**config.mk**
```make
export PLATFORM = sky130hd
export DESIGN_NAME = bce_ctrl
export DESIGN_NICKNAME = d
export VERILOG_FILES = /design/src/rtl/core/bce_pkg.sv /design/src/rtl/core/bce_ctrl.sv
export SDC_FILE = /design/constraint.sdc
export NUM_CORES = 1
export LEC_CHECK = 0
export BUFFER_PORTS_ARGS = -buffer_cell sky130_fd_sc_hd__buf_2
export CAP_MARGIN = 20
export CORE_ASPECT_RATIO = 2
export CORE_MARGIN = 10
export CORE_UTILIZATION = 35
export CTS_CLUSTER_DIAMETER = 30
export DETAILED_ROUTE_END_ITERATION = 8
export PLACE_DENSITY = 0.48
export SETUP_SLACK_MARGIN = 0.05
export SKIP_LAST_GASP = 1
export SYNTH_ARGS = -nofsm -noshare
export SYNTH_HDL_FRONTEND = slang
export SYNTH_SLANG_ARGS = --single-unit
```
**constraint.sdc**
```tcl
create_clock -name clk -period 7.4 [get_ports clk]
set_clock_uncertainty 0.05 [all_clocks]
set_input_delay 1.85 -clock clk [delete_from_list [all_inputs] [get_ports clk]]
set_output_delay 1.85 -clock clk [all_outputs]
set_load 0.005 [all_outputs]
```
**src/rtl/core/bce_pkg.sv**
```systemverilog
// bce_pkg: shared types and constants for the binomial coefficient engine
// used by bce_datapath, bce_ctrl and binomial_coefficient_engine_core
`default_nettype none

package bce_pkg;

    // width of the n and k fields and of the column counter; the row counter is one bit wider
    localparam int CNT_W = 7;
    // largest n the field can carry
    localparam int N_LIMIT = (1 << CNT_W) - 1;
    // coefficient width and saturation value
    localparam int COEF_W = 63;
    localparam logic [COEF_W-1:0] COEF_MAX = {COEF_W{1'b1}};

    // commands from the controller to the datapath
    typedef struct packed {
        logic             wr_en;          // write one row store entry
        logic             wr_one;         // write data is 1 instead of the sum
        logic [CNT_W-1:0] wr_addr;
        logic [CNT_W-1:0] rd_addr;        // row store read, data registered for the next cycle
        logic             hold_load;      // keep read data as the upper operand
        logic             sum_en;         // a sum is written this cycle
        logic             ovf_clear;      // start of a request
        logic             out_load_mem;   // result from the row store read data
        logic             out_load_const; // result is zero with const_ovf
        logic             const_ovf;
    } bce_cmd_t;

endpackage

`default_nettype wire

```
**src/rtl/core/bce_ctrl.sv**
```systemverilog
// bce_ctrl: request sequencer walking the Pascal cone row by row
// depends on bce_pkg; issues bce_cmd_t to bce_datapath
`default_nettype none

module bce_ctrl
    import bce_pkg::*;
#(
    parameter int MAX_N = 127
)
(
    input  wire logic             clk,
    input  wire logic             rst_n,
    input  wire logic             req_valid,
    output logic                  req_stall,
    input  wire logic [CNT_W-1:0] total_count,
    input  wire logic [CNT_W-1:0] choose_count,
    output logic                  rsp_valid,
    input  wire logic             rsp_stall,
    output bce_cmd_t              cmd
);

    localparam logic [2:0] ST_IDLE = 3'd0;
    localparam logic [2:0] ST_INIT = 3'd1;
    localparam logic [2:0] ST_ROW  = 3'd2;
    localparam logic [2:0] ST_RDLO = 3'd3;
    localparam logic [2:0] ST_ADD  = 3'd4;
    localparam logic [2:0] ST_LOAD = 3'd5;
    localparam logic [2:0] ST_OUT  = 3'd6;

    localparam logic [9:0] MAX_N_V = 10'(MAX_N);

    logic [2:0]       state_reg, state_next;
    logic [CNT_W-1:0] n_reg, n_next;
    logic [CNT_W-1:0] k_reg, k_next;
    logic [CNT_W:0]   row_reg, row_next;
    logic [CNT_W-1:0] col_reg, col_next;

    logic [CNT_W-1:0] span;
    logic [CNT_W:0]   row_m1;
    logic [CNT_W-1:0] hi;
    logic [CNT_W:0]   lo;
    logic             row_live;
    logic             refuse;

    // column range of the current row inside the cone of C(n,k)
    assign span     = n_reg - k_reg;
    assign row_m1   = row_reg - (CNT_W+1)'(1);
    assign hi       = (row_m1 < {1'b0, k_reg}) ? row_m1[CNT_W-1:0] : k_reg;
    assign lo       = (row_reg > ({1'b0, span} + (CNT_W+1)'(1)))
                      ? (row_reg - {1'b0, span}) : (CNT_W+1)'(1);
    assign row_live = ({1'b0, hi} >= lo);
    assign refuse   = ({3'd0, total_count} > MAX_N_V);

    always_comb
    begin
        state_next = state_reg;
        n_next     = n_reg;
        k_next     = k_reg;
        row_next   = row_reg;
        col_next   = col_reg;
        cmd        = '0;

        unique case (state_reg)
            ST_IDLE:
            begin
                if (req_valid)
                begin
                    n_next = total_count;
                    k_next = choose_count;
                    if (refuse)
                    begin
                        cmd.out_load_const = 1'b1;
                        cmd.const_ovf      = 1'b1;
                        state_next         = ST_OUT;
                    end
                    else if (choose_count > total_count)
                    begin
                        cmd.out_load_const = 1'b1;
                        state_next         = ST_OUT;
                    end
                    else
                    begin
                        state_next = ST_INIT;
                    end
                end
            end
            ST_INIT:
            begin
                cmd.wr_en     = 1'b1;
                cmd.wr_one    = 1'b1;
                cmd.ovf_clear = 1'b1;
                row_next      = (CNT_W+1)'(1);
                state_next    = ST_ROW;
            end
            ST_ROW:
            begin
                if (row_reg > {1'b0, n_reg})
                begin
                    cmd.rd_addr = k_reg;
                    state_next  = ST_LOAD;
                end
                else
                begin
                    // diagonal edge of the triangle
                    if (row_reg <= {1'b0, k_reg})
                    begin
                        cmd.wr_en   = 1'b1;
                        cmd.wr_one  = 1'b1;
                        cmd.wr_addr = row_reg[CNT_W-1:0];
                    end
                    if (row_live)
                    begin
                        col_next    = hi;
                        cmd.rd_addr = hi;
                        state_next  = ST_RDLO;
                    end
                    else
                    begin
                        row_next = row_reg + (CNT_W+1)'(1);
                    end
                end
            end
            ST_RDLO:
            begin
                cmd.hold_load = 1'b1;
                cmd.rd_addr   = col_reg - CNT_W'(1);
                state_next    = ST_ADD;
            end
            ST_ADD:
            begin
                cmd.wr_en     = 1'b1;
                cmd.sum_en    = 1'b1;
                cmd.wr_addr   = col_reg;
                cmd.hold_load = 1'b1;
                if ({1'b0, col_reg} == lo)
                begin
                    row_next   = row_reg + (CNT_W+1)'(1);
                    state_next = ST_ROW;
                end
                else
                begin
                    cmd.rd_addr = col_reg - CNT_W'(2);
                    col_next    = col_reg - CNT_W'(1);
                end
            end
            ST_LOAD:
            begin
                cmd.out_load_mem = 1'b1;
                state_next       = ST_OUT;
            end
            ST_OUT:
            begin
                if (!rsp_stall)
                begin
                    state_next = ST_IDLE;
                end
            end
            default:
            begin
                state_next = ST_IDLE;
            end
        endcase
    end

    always_ff @(posedge clk or negedge rst_n)
    begin
        if (!rst_n)
        begin
            state_reg <= ST_IDLE;
        end
        else
        begin
            state_reg <= state_next;
        end
    end

    always_ff @(posedge clk)
    begin
        n_reg   <= n_next;
        k_reg   <= k_next;
        row_reg <= row_next;
        col_reg <= col_next;
    end

    assign req_stall = (state_reg != ST_IDLE);
    assign rsp_valid = (state_reg == ST_OUT);

endmodule

`default_nettype wire

```
==> results by group, run 1 <==
Critical path
  – FF-to-FF setup slack: 1.81 ns
  – CP max stage cell: or3_4
  – R2R depth: 23
  – Crit end category: output port
  – Worst R2R Start: n_reg[0]$_DFFE_PP_
  – Cell repeated most along the worst path: inv_1
  – Top delay family on crit path: compound AO/OA/AOI/OAI gates
  – Reg-to-reg critical path endpoint: row_reg[2]$_SDFFCE_PN0P_
  – CP cell instances: inv_1 > ha_1 > inv_1 > fa_2 > a21o_1 > a21oi_2 > o21bai_1 > a21oi_2 > xnor2_2 > inv_1 > or3_4 > ha_4 > nand4_1 > a211o_1 > nand2_2 > nand2_1 > ha_1 > a211oi_1 > o21ai_1 > and3_1 > o22ai_4 > nor2_4 > a221o_1 > buf_2
  – CP Max Fanout: 8
  – CP arrival: 5.20 ns
  – Worst path required time: 5.50 ns
  – Setup CP Type: reg2out
  – Critical path's largest stage delay: 0.40 ns
  – WP buf/inv: 4
  – Critical path launch point: n_reg[0]$_DFFE_PP_
  – Type of origin of the critical path: flip-flop

Placement
  – HPWL after DPL: 10200 um
  – RePlAce Congestion: 0.904
  – Buffers on Ports: 40
  – Placed Area: 0.00432 sq mm
  – Pre-CTS setup slack: 0.126 ns
  – Cells after DPL: 616

Timing
  – Fmax: 0.141 GHz
  – Final period utilization: 95.9%
  – Slew Limit Headroom: 27.6%
  – Pin slew with the least headroom to its limit: 1.08 ns
  – Final worst slack: 0.304 ns
  – Max-slew violations: 0
  – Final hold vios: 0
  – Final setup fails: 0
  – Final min period: 7.10 ns

Layout
  – Reg area: 946 sq um
  – Share of layout cells above drive strength 1: 19.7%
  – Inserted Diodes: 0
  – Layout Nets: 564
  – Area of the multi-input gates: 0.00283 sq mm
  – Filler cells: 1147
  – Synth-to-layout area growth: 15.6%
  – Max FFs per register: 8
  – Non-Filler Instances: 625
  – Fin area: 0.00458 sq mm

Routing
  – Iter 0 DRT Violations: 187
  – Via count: 3447
  – DRC Markers: 0
  – 1st-pass router iterations: 4
  – WL per Instance: 19.9 um
  – Detail Route Antenna Nets: 0
  – Final WL: 12500 um
  – Routed vias/inst: 5.52

Synth
  – Number of enable flip-flop cells after synthesis: 29
  – Synth unique cells: 65
  – Synth Instances: 438
  – Post-synthesis sequential area ratio: 23.9%
  – Compound-Gate Fraction of Synth Area: 19.9%
  – FF+latch count, synth: 32
  – Post-synthesis adder-cell area fraction: 20.6%
  – XOR/XNOR Fraction of Synth Area: 9.15%
  – Commonest register cell after synthesis: edfxtp_1
  – Cell area after synthesis: 0.00396 sq mm
  – Top cells by area, synth: edfxtp_1 22%, ha_1 20%, inv_1 4.5%
  – Ys async rst share: 9.38%
  – Area share of the largest cell type after synthesis: 22.0%
  – Simple-Gate Fraction of Synth Area: 17.0%
  – Synth warnings: 0
  – Mux contribution to synthesized area: 2.65%
  – Main combinational cell family by area after synthesis: adder cells
  – Net count after synthesis: 520
  – Syn_area_per_cell: 9.05 sq um
  – Dominant cell type by area after synthesis: edfxtp_1

Global route
  – Largest net degree at the start of global routing: 17
  – Vias in the first global route: 3615
  – GR Overflow Total: 0
  – Global Route Usage Sum: 15.5%
  – Antenna violations before repair: 0
  – Global-route wire length before repair: 19100 um

Status
  – Status: finished, final reports clean

Die
  – Site Rows: 55
  – Initial core utilization: 35.3%
  – Die Y: 171 um
  – Core Box Area: 0.0112 sq mm
  – Die ar.: 0.0162 sq mm
  – Top Ports: 42
  – Die width: 95.3 um

Clocking
  – CTS tree: yes
  – Clk slew on worst S/H paths: 0.06 ns
  – Worst skew pair latency: 0.29 ns
  – CTS H-tree depth: 2
  – Clk root buf: clkbuf_16
  – CTS Buf Count: 5
  – Clock Sinks: 32
  – Post-CTS Hold Buffers: 0
  – Clk buf depth: 2

Worst hold path
  – Hold Path End: state_reg[0]$_DFFE_PN0P_
  – Worst hold path type: reg2reg
  – Hold Crit Start: state_reg[0]$_DFFE_PN0P_
  – Hold path depth: 2

Job
  – Max-cap check violation count: 0
## cell usage after synthesis (2+ instances only)
cell type / number
and3_1: 3
mux2_4: 5
nand4_1: 5
nor3_1: 10
xnor2_1: 19
a211o_1: 2
nand3b_1: 2
or2_2: 4
clkbuf_1: 6
ha_1: 62
nor4b_1: 2
nand3_1: 11
o21ai_0: 15
nand2_1: 20
or3_1: 4
nor2b_1: 10
buf_4: 4
mux2i_1: 3
a22o_1: 5
a221o_1: 8
xor2_1: 18
a2111oi_0: 2
o22ai_1: 2
nor2_1: 39
o21a_1: 6
and4_1: 2
dfrtp_1: 3
edfxtp_1: 29
nand2b_1: 6
o32ai_1: 7
and2_1: 2
buf_6: 2
fa_1: 2
o21ai_2: 2
inv_1: 47
a21oi_1: 19
a21o_1: 13
o211ai_1: 3
a211oi_1: 8
## per-stage QoR
step                      util [%]  TNS [ns]  hold WS (ns)
final                         40.9         0         0.640
after detailed placement      38.5         0         0.625
after floorplan                  -         0         0.578
after global placement        38.5         0         0.629
after CTS                     40.1         0         0.634
after global routing          40.9   -0.0157         0.673
## worst min-delay path, stage by stage, from the launching register on
cell and delay, ns:
dfrtp_1 0.39, nor2_1 0.10, nor4b_1 0.15
## repair_timing
item	in CTS	in global routing
resized for setup	4	16
setup buffers	0	1
pin swaps	1	8
endpoints found under the setup margin	7	7
## layout by cell type (no fill, tap or decap), types with 9 or more instances in the layout
cell / instances
buf_4: 11
nand2_1: 19
nand3_1: 11
xor2_1: 17
nor2_1: 37
buf_2: 40
o21ai_0: 12
ha_1: 61
xnor2_1: 18
nor2b_1: 10
nor3_1: 9
inv_1: 46
a21o_1: 13
edfxtp_1: 29
a21oi_1: 17
## per-layer routing
layer	share of wire [%]	vias up	wire (um)	GRT usage, %
li1	-	1682	-	-
met1	36	1656	4450	15.1
met2	56	78	6970	29.9
met3	3.4	31	419	1.76
met4	5.0	0	619	8.57
met5	0	-	0	0
## kinds of logic after synthesis
logic type | count (synthesis)
AND/OR/NAND/NOR | 128
AO/OA/AOI/OAI | 105
adder cells (fa/ha/maj) | 64
buffers and inverters | 61
XOR/XNOR | 39
flip-flops | 32
multiplexers | 8
other | 1
## worst max-delay path by stage
stage / to / cells past startpoint / slack (ns)
after floorplan: cmd[11] / 25 / 0.76
after global placement: cmd[6] / 25 / 0.30
after detailed placement: cmd[9] / 26 / 0.13
after CTS: cmd[9] / 25 / 0.11
after global routing: cmd[9] / 26 / -0.009
final: cmd[9] / 24 / 0.30
## cell type report
| class | instances | area share, % |
|---|---|---|
| Sequential cell | 32 | 20.6 |
| Clock buffer | 5 | 2.73 |
| Timing Repair Buffer | 51 | 6.17 |
| Clock inverter | 3 | 0.928 |
| Multi-Input combinational cell | 345 | 61.8 |
| Inverter | 47 | 3.85 |
| Tap cell | 142 | 3.88 |
Power of run 1 is not shown: default switching activity piles up to over one toggle a cycle in this logic, so the estimate is an artifact.
==> run 2, diff against run 1 <==
--- a/config.mk
+++ b/config.mk
@@ -5,7 +5,7 @@
 export SDC_FILE = /design/constraint.sdc
 export NUM_CORES = 1
 export LEC_CHECK = 0
-export BUFFER_PORTS_ARGS = -buffer_cell sky130_fd_sc_hd__buf_2
+export BUFFER_PORTS_ARGS = -buffer_cell sky130_fd_sc_hd__buf_4
 export CAP_MARGIN = 20
 export CORE_ASPECT_RATIO = 2
 export CORE_MARGIN = 10
==> run 2 against run 1 <==
Global-route usage up 0.15 points. Non-clock buffer count up 5. Wire length up 0.43%. First-iteration DRC count down 20%. Critical path type unchanged.
==> results by group, run 2 (synthesized netlist as in run 1, its figures left out) <==
Global route
  – Largest net degree at the start of global routing: 17 (unchanged)
  – Global Route Usage Sum: 15.7% (was 15.5%)
  – Antenna violations before repair: 0 (unchanged)
  – Vias in the first global route: 3701 (was 3615)
  – GR Overflow Total: 0 (unchanged)
  – Global-route wire length before repair: 19300 um (was 19100 um)

Die
  – Core Box Area: 0.0112 sq mm (unchanged)
  – Site Rows: 55 (unchanged)
  – Top Ports: 42 (unchanged)
  – Die ar.: 0.0162 sq mm (unchanged)
  – Die Y: 171 um (unchanged)
  – Die width: 95.3 um (unchanged)
  – Initial core utilization: 35.3% (unchanged)

Status
  – Status: finished, final reports clean (unchanged)

Clocking
  – Clk slew on worst S/H paths: 0.05 ns (was 0.06 ns)
  – Post-CTS Hold Buffers: 0 (unchanged)
  – CTS H-tree depth: 2 (unchanged)
  – CTS tree: yes (unchanged)
  – Clock Sinks: 32 (unchanged)
  – Clk root buf: clkbuf_16 (unchanged)
  – CTS Buf Count: 5 (unchanged)
  – Clk buf depth: 2 (unchanged)
  – Worst skew pair latency: 0.29 ns (about the same)

Critical path
  – Type of origin of the critical path: flip-flop (unchanged)
  – Crit end category: output port (unchanged)
  – Critical path launch point: n_reg[0]$_DFFE_PP_ (unchanged)
  – R2R depth: 25 (was 23)
  – CP Max Fanout: 8 (unchanged)
  – Crit path to: cmd[7] (was cmd[9])
  – Reg-to-reg critical path endpoint: row_reg[7]$_SDFFCE_PN0P_ (was row_reg[2]$_SDFFCE_PN0P_)
  – Worst path required time: 5.50 ns (about the same)
  – CP arrival: 5.21 ns (was 5.20 ns)
  – Worst R2R Start: n_reg[0]$_DFFE_PP_ (unchanged)
  – FF-to-FF setup slack: 1.72 ns (was 1.81 ns)
  – Setup CP Type: reg2out (unchanged)

Timing
  – Final TNS setup: 0 ns (unchanged)
  – Final min period: 7.11 ns (was 7.10 ns)
  – Pin slew with the least headroom to its limit: 1.02 ns (was 1.08 ns)
  – Final period utilization: 96.0% (was 95.9%)
  – Unrepaired setup endpoints after global routing: yes
  – Final worst slack: 0.294 ns (was 0.304 ns)
  – Slew Limit Headroom: 30.0% (was 27.6%)
  – Final hold vios: 0 (unchanged)
  – Fmax: 0.141 GHz (about the same)
  – Max-slew violations: 0 (unchanged)
  – Final setup fails: 0 (unchanged)

Job
  – Max-cap check violation count: 0 (unchanged)

Routing
  – 1st-pass router iterations: 4 (unchanged)
  – WL per Instance: 19.9 um (about the same)
  – Iter 0 DRT Violations: 149 (was 187)
  – Via count: 3480 (was 3447)
  – Final WL: 12500 um (about the same)
  – Detail Route Antenna Nets: 0 (unchanged)
  – Routed vias/inst: 5.52 (about the same)
  – DRC Markers: 0 (unchanged)

Layout
  – Reg area: 946 sq um (unchanged)
  – Share of layout cells above drive strength 1: 19.9% (was 19.7%)
  – Max FFs per register: 8 (unchanged)
  – Most frequent cells in the layout: 61 x ha_1, 56 x buf_4, 46 x inv_1 (was 61 x ha_1, 46 x inv_1, 40 x buf_2)
  – Layout Nets: 569 (was 564)
  – Filler cells: 1133 (was 1147)
  – Inserted Diodes: 0 (unchanged)
  – Most frequent standard cell in the layout excluding fill and tap cells: ha_1 (unchanged)
  – Core Util, Final: 41.7% (was 40.9%)
  – Non-Filler Instances: 630 (was 625)
  – Area of the multi-input gates: 0.00282 sq mm (was 0.00283 sq mm)
  – Synth-to-layout area growth: 18.1% (was 15.6%)

Placement
  – Pre-CTS setup slack: 0.142 ns (was 0.126 ns)
  – Cells after DPL: 618 (was 616)
  – Buffers on Ports: 40 (unchanged)
  – HPWL after DPL: 10300 um (was 10200 um)
  – RePlAce Congestion: 0.868 (was 0.904)

Worst hold path
  – Worst hold path type: reg2reg (unchanged)
-- run 2: layout make-up --
cell class | instances | area share, %
repair buffers | 56 | 8.98
inverters | 47 | 3.77
clock buffers | 5 | 2.67
well taps | 142 | 3.80
clock inverters | 3 | 0.294
flip-flops and latches | 32 | 20.2
multi-input cells | 345 | 60.3
-- run 2: worst min path at each step --
| stage | startpoint | to | slack, ns | depth (start not counted) |
|---|---|---|---|---|
| 4_1_cts | state_reg[0]$_DFFE_PN0P_ | state_reg[0]$_DFFE_PN0P_ | 0.65 | 2 |
| 6_report | state_reg[0]$_DFFE_PN0P_ | state_reg[0]$_DFFE_PN0P_ | 0.65 | 2 |
| 3_5_place_dp | state_reg[0]$_DFFE_PN0P_ | state_reg[0]$_DFFE_PN0P_ | 0.64 | 2 |
| 2_1_floorplan | state_reg[0]$_DFFE_PN0P_ | state_reg[0]$_DFFE_PN0P_ | 0.58 | 2 |
| 3_3_place_gp | state_reg[0]$_DFFE_PN0P_ | state_reg[0]$_DFFE_PN0P_ | 0.64 | 2 |
| 5_1_grt | state_reg[0]$_DFFE_PN0P_ | state_reg[0]$_DFFE_PN0P_ | 0.69 | 2 |
-- run 2: timing repair --
item,CTS,global route
setup buffers,0,3
gates resized for setup,4,14
endpoints found under the setup margin,7,7
endpoints found under the hold margin,0,0
pin swaps,1,8
-- run 2: critical path, stage by stage, from the launching register on --
cell	delay [ns]
edfxtp_1	0.38
inv_1	0.07
ha_1	0.14
inv_1	0.06
fa_2	0.35
a21o_1	0.18
a21oi_2	0.16
o21bai_1	0.08
a21oi_1	0.16
xnor2_1	0.19
inv_1	0.10
or3_4	0.40
ha_4	0.28
nand4_1	0.20
a211o_1	0.33
nand2_2	0.10
nand2b_1	0.06
ha_1	0.28
nand2b_1	0.15
a211oi_2	0.22
o21ai_1	0.09
and3_4	0.19
o22ai_4	0.18
nor2_4	0.09
a221o_1	0.35
buf_4	0.14
-- run 2: layer usage --
layer / share of wire [%] / track usage, % / vias to the layer above
li1: - / - / 1690
met1: 37 / 15.3 / 1685
met2: 57 / 30.5 / 81
met3: 2.6 / 1.89 / 24
met4: 3.6 / 7.72 / 0
met5: 0 / 0 / -
-- run 2: per-stage QoR --
step	cell area (sq um)	hold slack (ns)
floorplan	3960	0.578
global placement	4440	0.637
detailed placement	4440	0.639
CTS	4590	0.648
global route	4680	0.687
finish	4680	0.654
Power of run 2 is left out for the same reason.
